`config.mk`:
```
export PLATFORM = sky130hd
export DESIGN_NAME = ft_srt_scale
export DESIGN_NICKNAME = d
export VERILOG_FILES = /design/src/rtl/ft_srt_pkg.sv /design/src/rtl/ft_srt_scale.sv
export SDC_FILE = /design/constraint.sdc
export NUM_CORES = 2
export LEC_CHECK = 0
export ABC_AREA = 1
export BUFFER_PORTS_ARGS = -buffer_cell sky130_fd_sc_hd__buf_2
export CELL_PAD_IN_SITES_DETAIL_PLACEMENT = 2
export CELL_PAD_IN_SITES_GLOBAL_PLACEMENT = 2
export CORE_ASPECT_RATIO = 1.4
export CORE_MARGIN = 8
export CORE_UTILIZATION = 40
export DETAILED_ROUTE_END_ITERATION = 10
export GPL_ROUTABILITY_DRIVEN = 0
export PLACE_DENSITY_LB_ADDON = 0.1
export SLEW_MARGIN = 20
export SYNTH_ARGS = -nofsm -noshare
export SYNTH_HDL_FRONTEND = slang
export SYNTH_SLANG_ARGS = --single-unit
```
`constraint.sdc`:
```
create_clock -name vclk -period 13.2
set_input_delay 2.64 -clock vclk [all_inputs]
set_output_delay 2.64 -clock vclk [all_outputs]
set_load 0.01 [all_outputs]
```
`src/rtl/ft_srt_pkg.sv`:
```
// Types and constants of the force/torque record tracker.
// No dependencies; imported by every module of the block.
`timescale 1ns / 1ps

package ft_srt_pkg;

	localparam int WORD_W = 32;
	localparam int AXIS_W = 48;
	localparam int AXES   = 6;

	localparam logic [WORD_W-1:0] SCALE_RESET = 32'd4295;

	typedef enum logic {
		REG_FORCE_SCALE  = 1'b0,
		REG_TORQUE_SCALE = 1'b1
	} reg_index_t;

	typedef enum logic [1:0] {
		OUTCOME_ACCEPTED   = 2'd0,
		OUTCOME_STALE      = 2'd1,
		OUTCOME_WRONG_SIZE = 2'd2
	} outcome_t;

	typedef struct packed {
		outcome_t outcome;
		logic     take;
	} verdict_t;

endpackage

```
`src/rtl/ft_srt_scale.sv`:
```
// One axis scaler: (signed count * unsigned Q0.32 scale) >> 16, floor.
// Depends on ft_srt_pkg.
`timescale 1ns / 1ps

module ft_srt_scale (
	input  logic signed [31:0] raw,
	input  logic        [31:0] scale,
	output logic signed [47:0] value
);
	import ft_srt_pkg::*;

	logic signed [WORD_W*2:0] prod;

	assign prod  = raw * $signed({1'b0, scale});
	assign value = prod[AXIS_W+15:16];

endmodule

```
==> out/results.tsv <==
metric	value	unit
area_growth	5.17	%
vias	29586	
fin_crit	12870	ps
holdWs	6230	ps
ios	112	
rsz0062_at_grt	false	
overflow	0	
min_path_type	in2out	
status	completed	
cap_violations	0	
antenna_found_initial	4	
dr.pass1.iters	5	
setup_viol	0	
yosysSeqAreaShare	0	
core	88300	sq um
wl_met1	47.1	mm
dp_hpwl	119	mm
synth.most_common_cell	inv_1	
period_share	0.975	
drive_gt1_frac	0.0478	
setup_ws	334	ps
timing_max_transition_violations_final	0	
dieArea	99000	sq um
clock_buffers	0	
hold_viol_final	0	
cts_resized	0	
cpPeakStageDelay	690	ps
maxSlewHeadroom	0.338	
wl_per_cell	22.8	microns
seq_area	0	sq um
die_h	369	microns
grt_use_total	0.279	
worstMarginPinSlew	993	ps
arrival	10230	ps
start_util	0.403	
grt_max_degree	33	
placementRows	129	
syn_area	35600	sq um
wl_met2	77.5	mm
grt_first_pass_wirelength	209	mm
whs_path_depth	9	
crit_type	in2out	
nFlopsAndLatches	0	
drc	0	
cp_slowest_cell	buf_2	
postCtsSetupBuffers	0	
fin_nets	6020	
syn_inst	4783	
wl_met3	1.95	mm
drt-total-wl	136	mm
yosys.area.top_type	fa_1	
cp_max_fo	32	
crit_chain	buf_2, nand2_1, fa_1, inv_1, fa_1, inv_1, fa_1, inv_1, fa_1, inv_1, fa_1, fa_1, fa_1, fa_1, inv_1, ha_1, nand2_1, nor2_1, nand2_1, nor3_1, nand2_1, nand2_1, xor2_1, buf_2	
syn-num-nets	6030	
maxUsedRoutingLayer	met4	
yosys_warnings	0	
dp_slack	352	ps
grt_pass1_vias	36185	
netlist.area_leader.share	0.504	
required	10560	ps
drt-initial-drc-count	1013	
postCtsHoldBufs	0	
critPathLaunchType	primary input	
synth.area.top_cells	fa_1, inv_1, nand2_1, ha_1, clkbuf_1	
end_kind	output port	
max_freq	77.7	MHz
ant_nets	0	
io_buffers	112	
crit_top_cell	fa_1	
ys_top_cells_by_count	inv_1, nand2_1, fa_1, ha_1, clkbuf_1	
postSynthAreaPerCell	7.45	sq um
viasPerCell	4.97	
die_w	268	microns
final.setup.tns	0	ps
ys_types	30	
[through the flow]
stage / cells / utilization / cell area (sq um)
floorplan: 4783 / - / 35600
global placement: 5950 / 0.424 / 37500
detailed placement: 5950 / 0.424 / 37500
CTS: 5950 / 0.424 / 37500
global route: 5950 / 0.424 / 37500
finish: 5952 / 0.424 / 37500
[worst max-delay path, delay by kind of cell]
kind / cells / cell delay [ps]
xor+xnor: 1 / 440
buf+inv: 7 / 1190
fa+ha+maj: 9 / 4600
simple gates: 7 / 1300
[metal layers]
| layer | GRT usage | vias up |
|---|---|---|
| met3 | 0.00983 | 332 |
| met1 | 0.286 | 15709 |
| met2 | 0.560 | 530 |
| met4 | 0.147 | 0 |
| met5 | 0 | - |
| li1 | - | 13015 |
[kinds of logic after synthesis]
family | count (synthesis) | share of synthesized area
xor gates and xnor gates | 26 | 0.00639
adders and majority gates | 1183 | 0.604
AOI/OAI and AO/OA | 140 | 0.0214
and+or+nand+nor | 1589 | 0.174
buffers and inverters | 1845 | 0.194
[path summary, 6_finish.rpt]
check / startpoint / endpoint / slack (ps)
max: scale[14] / value[11] / 330
min: raw[31] / value[47] / 6230
[final cells by class]
type               count  area, sq um
multi-input cells   2938        28700
inverters           1653         6200
fillers            10500        50800
well taps           1179         1480
repair buffers       180         1080
diodes                 2         5.00
[placed cells by master, fill, tap and decap left out, types with 14 or more instances in the layout]
cell,count
a21oi_1,75
buf_2,112
buf_4,67
fa_1,896
ha_1,287
inv_1,1639
inv_2,14
nand2_1,1327
nand3_1,50
nor2_1,159
o21ai_0,36
or2_2,14
xor2_1,21
Power is not shown: default switching activity piles up to over one toggle a cycle in this logic, so the estimate is an artifact.
