===== src/rtl/ft_srt_pkg.sv =====
// Types and constants of the force/torque record tracker.
// No dependencies; imported by every module of the block.
`timescale 1ns / 1ps

package ft_srt_pkg;

	localparam int WORD_W = 32;
	localparam int AXIS_W = 48;
	localparam int AXES   = 6;

	localparam logic [WORD_W-1:0] SCALE_RESET = 32'd4295;

	typedef enum logic {
		REG_FORCE_SCALE  = 1'b0,
		REG_TORQUE_SCALE = 1'b1
	} reg_index_t;

	typedef enum logic [1:0] {
		OUTCOME_ACCEPTED   = 2'd0,
		OUTCOME_STALE      = 2'd1,
		OUTCOME_WRONG_SIZE = 2'd2
	} outcome_t;

	typedef struct packed {
		outcome_t outcome;
		logic     take;
	} verdict_t;

endpackage


===== src/rtl/ft_srt_track.sv =====
// Sequence tracking, status latch and saturating counters.
// Depends on ft_srt_pkg; gives the verdict that steers the axis registers.
`timescale 1ns / 1ps

module ft_srt_track (
	input  logic                  clk,
	input  logic                  arst_n,
	input  logic                  load,
	input  logic                  length_ok,
	input  logic [31:0]           record_status,
	input  logic [31:0]           sequence_req,
	output ft_srt_pkg::verdict_t  verdict,
	output logic [31:0]           latched_status,
	output logic [31:0]           lost_total,
	output logic [31:0]           accepted_total,
	output logic [31:0]           stale_total
);
	import ft_srt_pkg::*;

	logic [WORD_W-1:0] last_seq_q;
	logic [WORD_W-1:0] status_q;
	logic [WORD_W-1:0] lost_q;
	logic [WORD_W-1:0] accepted_q;
	logic [WORD_W-1:0] stale_q;
	logic [WORD_W-1:0] diff;
	logic [WORD_W:0]   lost_sum;
	logic [WORD_W-1:0] lost_next;
	logic [WORD_W-1:0] accepted_next;
	logic [WORD_W-1:0] stale_next;
	logic              take;

	assign diff     = sequence_req - last_seq_q;
	assign take     = length_ok && (diff != '0) && !diff[WORD_W-1];
	assign lost_sum = {1'b0, lost_q} + {1'b0, diff - 32'd1};

	assign lost_next     = lost_sum[WORD_W] ? '1 : lost_sum[WORD_W-1:0];
	assign accepted_next = (&accepted_q) ? accepted_q : accepted_q + 32'd1;
	assign stale_next    = (&stale_q) ? stale_q : stale_q + 32'd1;

	always_comb begin
		verdict.take = take;
		priority if (!length_ok) begin
			verdict.outcome = OUTCOME_WRONG_SIZE;
		end else if (take) begin
			verdict.outcome = OUTCOME_ACCEPTED;
		end else begin
			verdict.outcome = OUTCOME_STALE;
		end
	end

	always_ff @(posedge clk or negedge arst_n) begin
		if (!arst_n) begin
			last_seq_q <= '0;
			status_q   <= '0;
			lost_q     <= '0;
			accepted_q <= '0;
			stale_q    <= '0;
		end else if (load && length_ok) begin
			last_seq_q <= sequence_req;
			if (record_status != '0) begin
				status_q <= record_status;
			end
			if (take) begin
				lost_q     <= lost_next;
				accepted_q <= accepted_next;
			end else begin
				stale_q <= stale_next;
			end
		end
	end

	assign latched_status = status_q;
	assign lost_total     = lost_q;
	assign accepted_total = accepted_q;
	assign stale_total    = stale_q;

endmodule


===== config.mk =====
export PLATFORM = sky130hd
export DESIGN_NAME = ft_srt_track
export DESIGN_NICKNAME = d
export VERILOG_FILES = /design/src/rtl/ft_srt_pkg.sv /design/src/rtl/ft_srt_track.sv
export SDC_FILE = /design/constraint.sdc
export NUM_CORES = 1
export LEC_CHECK = 0
export ABC_AREA = 1
export BUFFER_PORTS_ARGS = -buffer_cell sky130_fd_sc_hd__buf_2
export CAP_MARGIN = 20
export CELL_PAD_IN_SITES_DETAIL_PLACEMENT = 0
export CELL_PAD_IN_SITES_GLOBAL_PLACEMENT = 1
export CORE_ASPECT_RATIO = 0.6
export CORE_MARGIN = 4
export CORE_UTILIZATION = 41
export DETAILED_ROUTE_END_ITERATION = 6
export GPL_ROUTABILITY_DRIVEN = 0
export PLACE_DENSITY = 0.79
export SKIP_LAST_GASP = 1
export SLEW_MARGIN = 20
export SYNTH_ARGS = -nofsm -noshare
export SYNTH_HDL_FRONTEND = slang
export SYNTH_SLANG_ARGS = --single-unit

===== constraint.sdc =====
create_clock -name clk -period 4.9 [get_ports clk]
set_input_delay 0.735 -clock clk [delete_from_list [all_inputs] [get_ports clk]]
set_output_delay 0.735 -clock clk [all_outputs]
set_load 0.02 [all_outputs]

==> reports/summary.txt, run 1 <==
run status = complete, no violations
Rel. slew slack = 45.4%
initial core utilization = 41.7%
Root Buffer = clkbuf_16
io pins = 199
syn avg cell area = 6.40 µm²
Slew @ Worst Pin = 818 ps
DR vias = 14328
clk buf depth = 2
Ant. Diodes = 0
Pwr Density = 465 nW/µm²
yosys warns = 0
Die Ht = 149 µm
Hold WC Path Type = input port to asynchronous set/reset pin
Slew Viols, Final = 0
Leakage = 0.00928 µW
Worst path max stage delay = 390 ps
drt pass-1 iters = 6
Slowest cell on crit path = xor2_1
min cycle time layout = 4530 ps
setup TNS = 0 ps
synthesized area = 13600 µm²
multi-input combinational cell area = 8110 µm²
Core Footprint = 32500 µm²
WHS = 272 ps
flops & latches, synth = 160
gr usage total = 24.0%
Routed Antenna Nets = 0
f_max = 221 MHz
CP most frequent cell = nand2_1
Fillers = 3351
Mapped Cells = 2120
most common cell after layout, fill and taps aside = nand2_1
crit-path max FO = 8
drc violations = 0
htree depth = 4
Routed WL = 44200 µm
worst-skew pair later-pin latency = 460 ps
Non-Filler Instances = 2855
syn_nets = 2259
crit share post-route = 92.5%
Arr. time, crit path = 4870 ps
area grow syn2layout = 22.4%
CP Launch Type = input port
initial DRC count = 1189
Setup crit end kind = register
nets = 2557
share of cells above drive strength 1 = 17.9%
Crit Path Category = input port to register
Worst-path clk slew = 80 ps
Die X = 243 µm
CTS Hold Bufs = 0
Detail Placement HPWL = 34900 µm
storage element area = 4000 µm²
dpl cells = 2813
antenna violations before repair = 0
most frequent cells in the layout = nand2_1 (731), inv_1 (351), buf_2 (197)
Final Setup Violations = 0
IO buf count = 198
Overflow after GRT = 0
Sink Count = 160
Post-synth EDFFs = 0
worst vdd ir = 261 µV
Maximum Capacitance Violations = 0
via density per instance = 5.02
Routed wire per std cell = 15.5 µm
die area = 36200 µm²
Core Util, Final = 51.1%
async set-reset flop share out of synthesis = 100%
Required @ worst endpoint = 5240 ps
CTS Buf Count = 17
Site Rows = 51
most common flop cell mapped by yosys = dfrtp_1
vias in the first global route = 13199
sequential area share after synthesis = 29.5%
largest net degree at the start of global routing = 82
Final Hold Viols = 0
clock skew = 12.6 ps
CTS tree = done
Yosys cell types = 52
global-route wire length before repair = 70000 µm
## path summary, 6_finish.rpt
check / startpoint / endpoint / slack, ps / cells past startpoint
max in group asynchronous: arst_n / accepted_total[11] / 3610 / 2
setup / recovery: sequence_req[0] / lost_total[26] / 370 / 28
hold reg to reg: latched_status[13] / latched_status[13] / 480 / 2
setup reg to reg: last_seq_q[0] / lost_total[26] / 450 / 26
min in group clk: latched_status[13] / latched_status[13] / 480 / 2
hold / removal: arst_n / lost_total[23] / 270 / 1
## area by class of cell
cell class,instances,area share (%)
well taps,424,3.19
clock buffers,17,2.56
multi-input cells,1555,48.8
flip-flops and latches,160,24.1
inverters,358,8.09
repair buffers,326,12.2
clock inverters,15,1.12
## logic make-up after synthesis
kind of cell    synth area share [%]
buf+inv                         11.7
fa+ha+maj                       6.66
simple gates                    38.9
mux                            0.830
compound gates                  6.96
xor+xnor                        5.42
flops                           29.5
## flip-flops by register name, indices dropped and copies added (netlist names)
register,flops
lost_total,32
accepted_total,32
latched_status,32
last_seq_q,32
stale_total,32
## metal layers
| layer | GRT usage [%] | wire length [µm] |
|---|---|---|
| met5 | 0 | 0 |
| met4 | 4.67 | 556 |
| met3 | 4.45 | 2940 |
| met2 | 33.3 | 17400 |
| met1 | 38.3 | 23300 |
## per-stage QoR
stage	power [µW]	worst slack (ps)	cell area [µm²]
finish	7720	366	16600
global route	8330	-12.8	16600
CTS	7500	371	16400
detailed placement	6030	-71.7	15800
global placement	5990	-70.3	15800
floorplan	4390	91.8	13600
## report_power, final
group | switching [µW] | internal [µW] | total (µW)
Combinational | 2740 | 1800 | 4530
Sequential | 218 | 1540 | 1750
Clock | 696 | 737 | 1430
## critical path: cells and delay by family
kind	cells	cell delay, ps
buffers and inverters	9	1010
XOR/XNOR	1	390
adder cells (fa/ha/maj)	3	850
AO/OA/AOI/OAI	4	810
AND/OR/NAND/NOR	11	1090
## what timing repair did
item | in CTS | in global routing
setup endpoints to repair | 0 | 32
resized for setup | 0 | 26
setup buffers | 0 | 6
endpoints found under the hold margin | 0 | 0
## synthesized netlist by cell type, types with 2 or more instances
library cell / instances / area share [%]
a21oi_1: 67 / 2.5
o21ai_0: 81 / 3.0
a21oi_2: 2 / 0.13
fa_1: 2 / 0.29
buf_4: 6 / 0.33
nor2_2: 16 / 0.74
buf_6: 5 / 0.41
o21bai_1: 5 / 0.28
and3_1: 2 / 0.092
nor2_1: 154 / 4.3
nand2_1: 735 / 20
nand3_2: 3 / 0.22
buf_2: 9 / 0.33
buf_1: 4 / 0.11
a31oi_1: 9 / 0.41
nand3_1: 101 / 3.7
and2_1: 4 / 0.18
nor3_1: 54 / 2.0
xor2_1: 59 / 3.8
nand3b_1: 5 / 0.28
ha_1: 69 / 6.4
dfrtp_1: 160 / 29
nand2_2: 7 / 0.32
inv_1: 353 / 9.8
clkbuf_1: 23 / 0.64
nand4_1: 116 / 5.3
mux2_2: 10 / 0.83
xnor2_1: 25 / 1.6
nor4_1: 6 / 0.28
nor2_4: 2 / 0.17
a21boi_0: 2 / 0.11
inv_2: 4 / 0.11
No activity file was read; power rests on OpenSTA's default activity.
==> run 2: changes to the inputs <==
--- a/config.mk
+++ b/config.mk
@@ -5,14 +5,13 @@
 export SDC_FILE = /design/constraint.sdc
 export NUM_CORES = 1
 export LEC_CHECK = 0
-export ABC_AREA = 1
 export BUFFER_PORTS_ARGS = -buffer_cell sky130_fd_sc_hd__buf_2
 export CAP_MARGIN = 20
 export CELL_PAD_IN_SITES_DETAIL_PLACEMENT = 0
 export CELL_PAD_IN_SITES_GLOBAL_PLACEMENT = 1
 export CORE_ASPECT_RATIO = 0.6
 export CORE_MARGIN = 4
-export CORE_UTILIZATION = 41
+export CORE_UTILIZATION = 43
 export DETAILED_ROUTE_END_ITERATION = 6
 export GPL_ROUTABILITY_DRIVEN = 0
 export PLACE_DENSITY = 0.79
@@ -21,3 +20,4 @@
 export SYNTH_ARGS = -nofsm -noshare
 export SYNTH_HDL_FRONTEND = slang
 export SYNTH_SLANG_ARGS = --single-unit
+export TNS_END_PERCENT = 30
==> run 2 against run 1 <==
The run now ends with setup timing left; sequential cell count stayed put; combinational power is 17% higher; fmax fell by 18%; routed wire length down 25%; die area fell by 23%; non-clock buffer count is 136 higher; largest cell class unchanged.
==> reports/summary.txt, run 2 <==
Setup crit end kind = register
syn_nets = 1300
initial DRC count = 756
Yosys cell types = 74
Sw Ratio = 41.2%
Required @ worst endpoint = 5240 ps
multiplexer share of the synthesized area = 3.62%
vias in the first global route = 10018
most common flop cell mapped by yosys = dfrtp_1
flops & latches, synth = 160
Die Ht = 131 µm
share of power burned in registers = 21.1%
Slew @ Worst Pin = 805 ps
Comb pwr share = 62.6%
largest net degree at the start of global routing = 81
IO buf count = 198
Die X = 213 µm
Crit Path Category = input port to register
Pwr Density = 559 nW/µm²
unrepaired setup endpoints after global routing = true
async set-reset flop share out of synthesis = 100%
CP Launch Type = input port
global-route wire length before repair = 53600 µm
area grow syn2layout = 38.6%
most frequent cells in the layout = buf_4 (259), buf_2 (197), dfrtp_1 (160)
Yosys top cell area share = 36.8%
synthesized area = 10900 µm²
storage element area = 4000 µm²
Overflow after GRT = 0
Root Buffer = clkbuf_16
io pins = 199
syn avg cell area = 9.37 µm²
nets = 1742
Hold WC Path Type = input port to asynchronous set/reset pin
complex-gate fraction of the synthesized area = 18.6%
sequential area share after synthesis = 36.8%
DR vias = 10271
Yosys top cell by area = dfrtp_1
Routed Antenna Nets = 0
Routed wire per std cell = 17.0 µm
Final Hold Viols = 0
Mapped Cells = 1161
min cycle time layout = 5500 ps
failing checks = setup timing
CTS Buf Count = 17
Routed WL = 33000 µm
Fillers = 2161
most common cell after layout, fill and taps aside = buf_4
CTS tree = done
final worst slack = -602 ps
largest family of logic cells by synthesized area = compound AO/OA/AOI/OAI gates
Detail Placement HPWL = 25500 µm
XOR/XNOR share of the synthesized area = 11.1%
total chip power = 8430 µW
WHS = 306 ps
Post-Synth Adder-Cell Area = 8.30%
Sink Count = 160
Pint = 4960 µW
Worst-path clk slew = 70 ps
Maximum Capacitance Violations = 0
crit share post-route = 112%
htree depth = 4
Slew Viols, Final = 0
Clk pwr share = 16.3%
drc violations = 0
gr usage total = 23.3%
Arr. time, crit path = 5840 ps
run status = finished, violations left
worst-skew pair later-pin latency = 450 ps
simple-gate share of the synthesized area = 17.8%
most common cell in the netlist = dfrtp_1
multi-input combinational cell area = 6800 µm²
drt pass-1 iters = 5
Core Util, Final = 61.4%
f_max = 182 MHz
worst vdd ir = 298 µV
Post-synth EDFFs = 0
yosys warns = 0
initial core utilization = 44.3%
Final Setup Violations = 34
Rel. slew slack = 46.4%
via density per instance = 5.30
antenna violations before repair = 1
crit-path max FO = 4
clk buf depth = 2
synth top area cells = dfrtp_1 (37%), ha_1 (7.9%), xnor2_1 (5.7%)
NetSw = 3470 µW
share of cells above drive strength 1 = 38.9%
Site Rows = 44
die area = 28000 µm²
clock skew = 10.5 ps
Leakage = 0.00726 µW
Ant. Diodes = 0
synth cell count leaders = dfrtp_1 (160), nand2_1 (117), xnor2_1 (71)
Core Footprint = 24600 µm²
[run 2: changes by cell type in the layout (fill, tap and decap cells not counted), moves of 29 or more]
| cell | delta |
|---|---|
| nand2_1 | -618 |
| nand3_1 | -68 |
| buf_4 | +137 |
| nor3_1 | -32 |
| nand4_1 | -85 |
| o22a_1 | +29 |
| xnor2_1 | +46 |
| nor2_1 | -95 |
| inv_1 | -300 |
[run 2: area by class of cell]
| class | count | share of cell area (%) |
|---|---|---|
| Clock inverter | 12 | 0.979 |
| Multi-Input combinational cell | 904 | 45.1 |
| Clock buffer | 20 | 2.96 |
| Inverter | 58 | 1.48 |
| Tap cell | 322 | 2.67 |
| Sequential cell | 160 | 26.6 |
| Timing Repair Buffer | 462 | 20.2 |
[run 2: power groups by stage]
stage / registers, µW / clock network [µW] / logic [µW]
after floorplan: 1980 / 0 / 2580
after global placement: 1790 / 0 / 4730
after detailed placement: 1790 / 0 / 4830
after CTS: 1770 / 1410 / 5000
after global routing: 1810 / 1470 / 5730
final: 1780 / 1380 / 5280
[run 2: worst paths after layout]
kind | from | endpoint | slack, ps | cells after the start
worst max-delay path | sequence_req[4] | lost_total[29] | -600 | 22
worst min-delay path | arst_n | lost_total[1] | 310 | 1
worst max register to register | last_seq_q[1] | lost_total[29] | -600 | 22
worst min register to register | accepted_total[9] | accepted_total[9] | 480 | 1
max in group asynchronous | arst_n | lost_total[30] | 3490 | 2
min in group clk | accepted_total[9] | accepted_total[9] | 480 | 1
[run 2: cells by family (layout without fill, tap and decap cells)]
logic type / Yosys count / after routing
flip-flops: 160 / 160
AND/OR/NAND/NOR: 371 / 371
buffers and inverters: 97 / 552
multiplexers: 35 / 35
adder cells (fa/ha/maj): 71 / 71
XOR/XNOR: 138 / 138
AO/OA/AOI/OAI: 289 / 289
[run 2: repair_timing]
action                                  4_1_cts  5_1_grt
setup buffers                                15        8
endpoints found under the setup margin       34       34
gates cloned                                  0        2
hold buffers                                  0        0
resized for setup                            15       26
pin swaps                                    27       41
[run 2: per-stage QoR]
stage | setup slack, ps | cells | instance area (µm²) | setup TNS [ps]
2_1_floorplan | -783 | 1161 | 11100 | -18130
3_3_place_gp | -942 | 1881 | 14100 | -27710
3_5_place_dp | -1200 | 1881 | 14100 | -32700
4_1_cts | -510 | 1928 | 14900 | -14250
5_1_grt | -776 | 1938 | 15100 | -21430
6_report | -602 | 1938 | 15100 | -14310
[run 2: metal layers]
| layer | up-vias | part of all wire (%) | routed length [µm] | GRT usage, % |
|---|---|---|---|---|
| met4 | 2 | 1.1 | 360 | 5.19 |
| met2 | 273 | 39 | 13000 | 30.9 |
| li1 | 5088 | - | - | - |
| met1 | 4882 | 52 | 17300 | 37.7 |
| met5 | - | 0.039 | 13 | 0 |
| met3 | 26 | 7.0 | 2310 | 5.69 |
[run 2: worst max-delay path, stage by stage]
cell and delay (ps):
buf_2 110, ha_1 340, a21oi_2 160, and2_4 170, a21boi_4 50, or4_4 540
and3_4 190, or4_4 530, or2_4 310, nor2_4 120, xnor2_1 160, ha_1 300
nor2b_1 150, o21ai_1 240, a21oi_2 110, a311oi_2 330, nor4_2 80, a2111oi_2 360
o21ai_2 170, buf_4 160, a31o_2 210, o32a_1 320
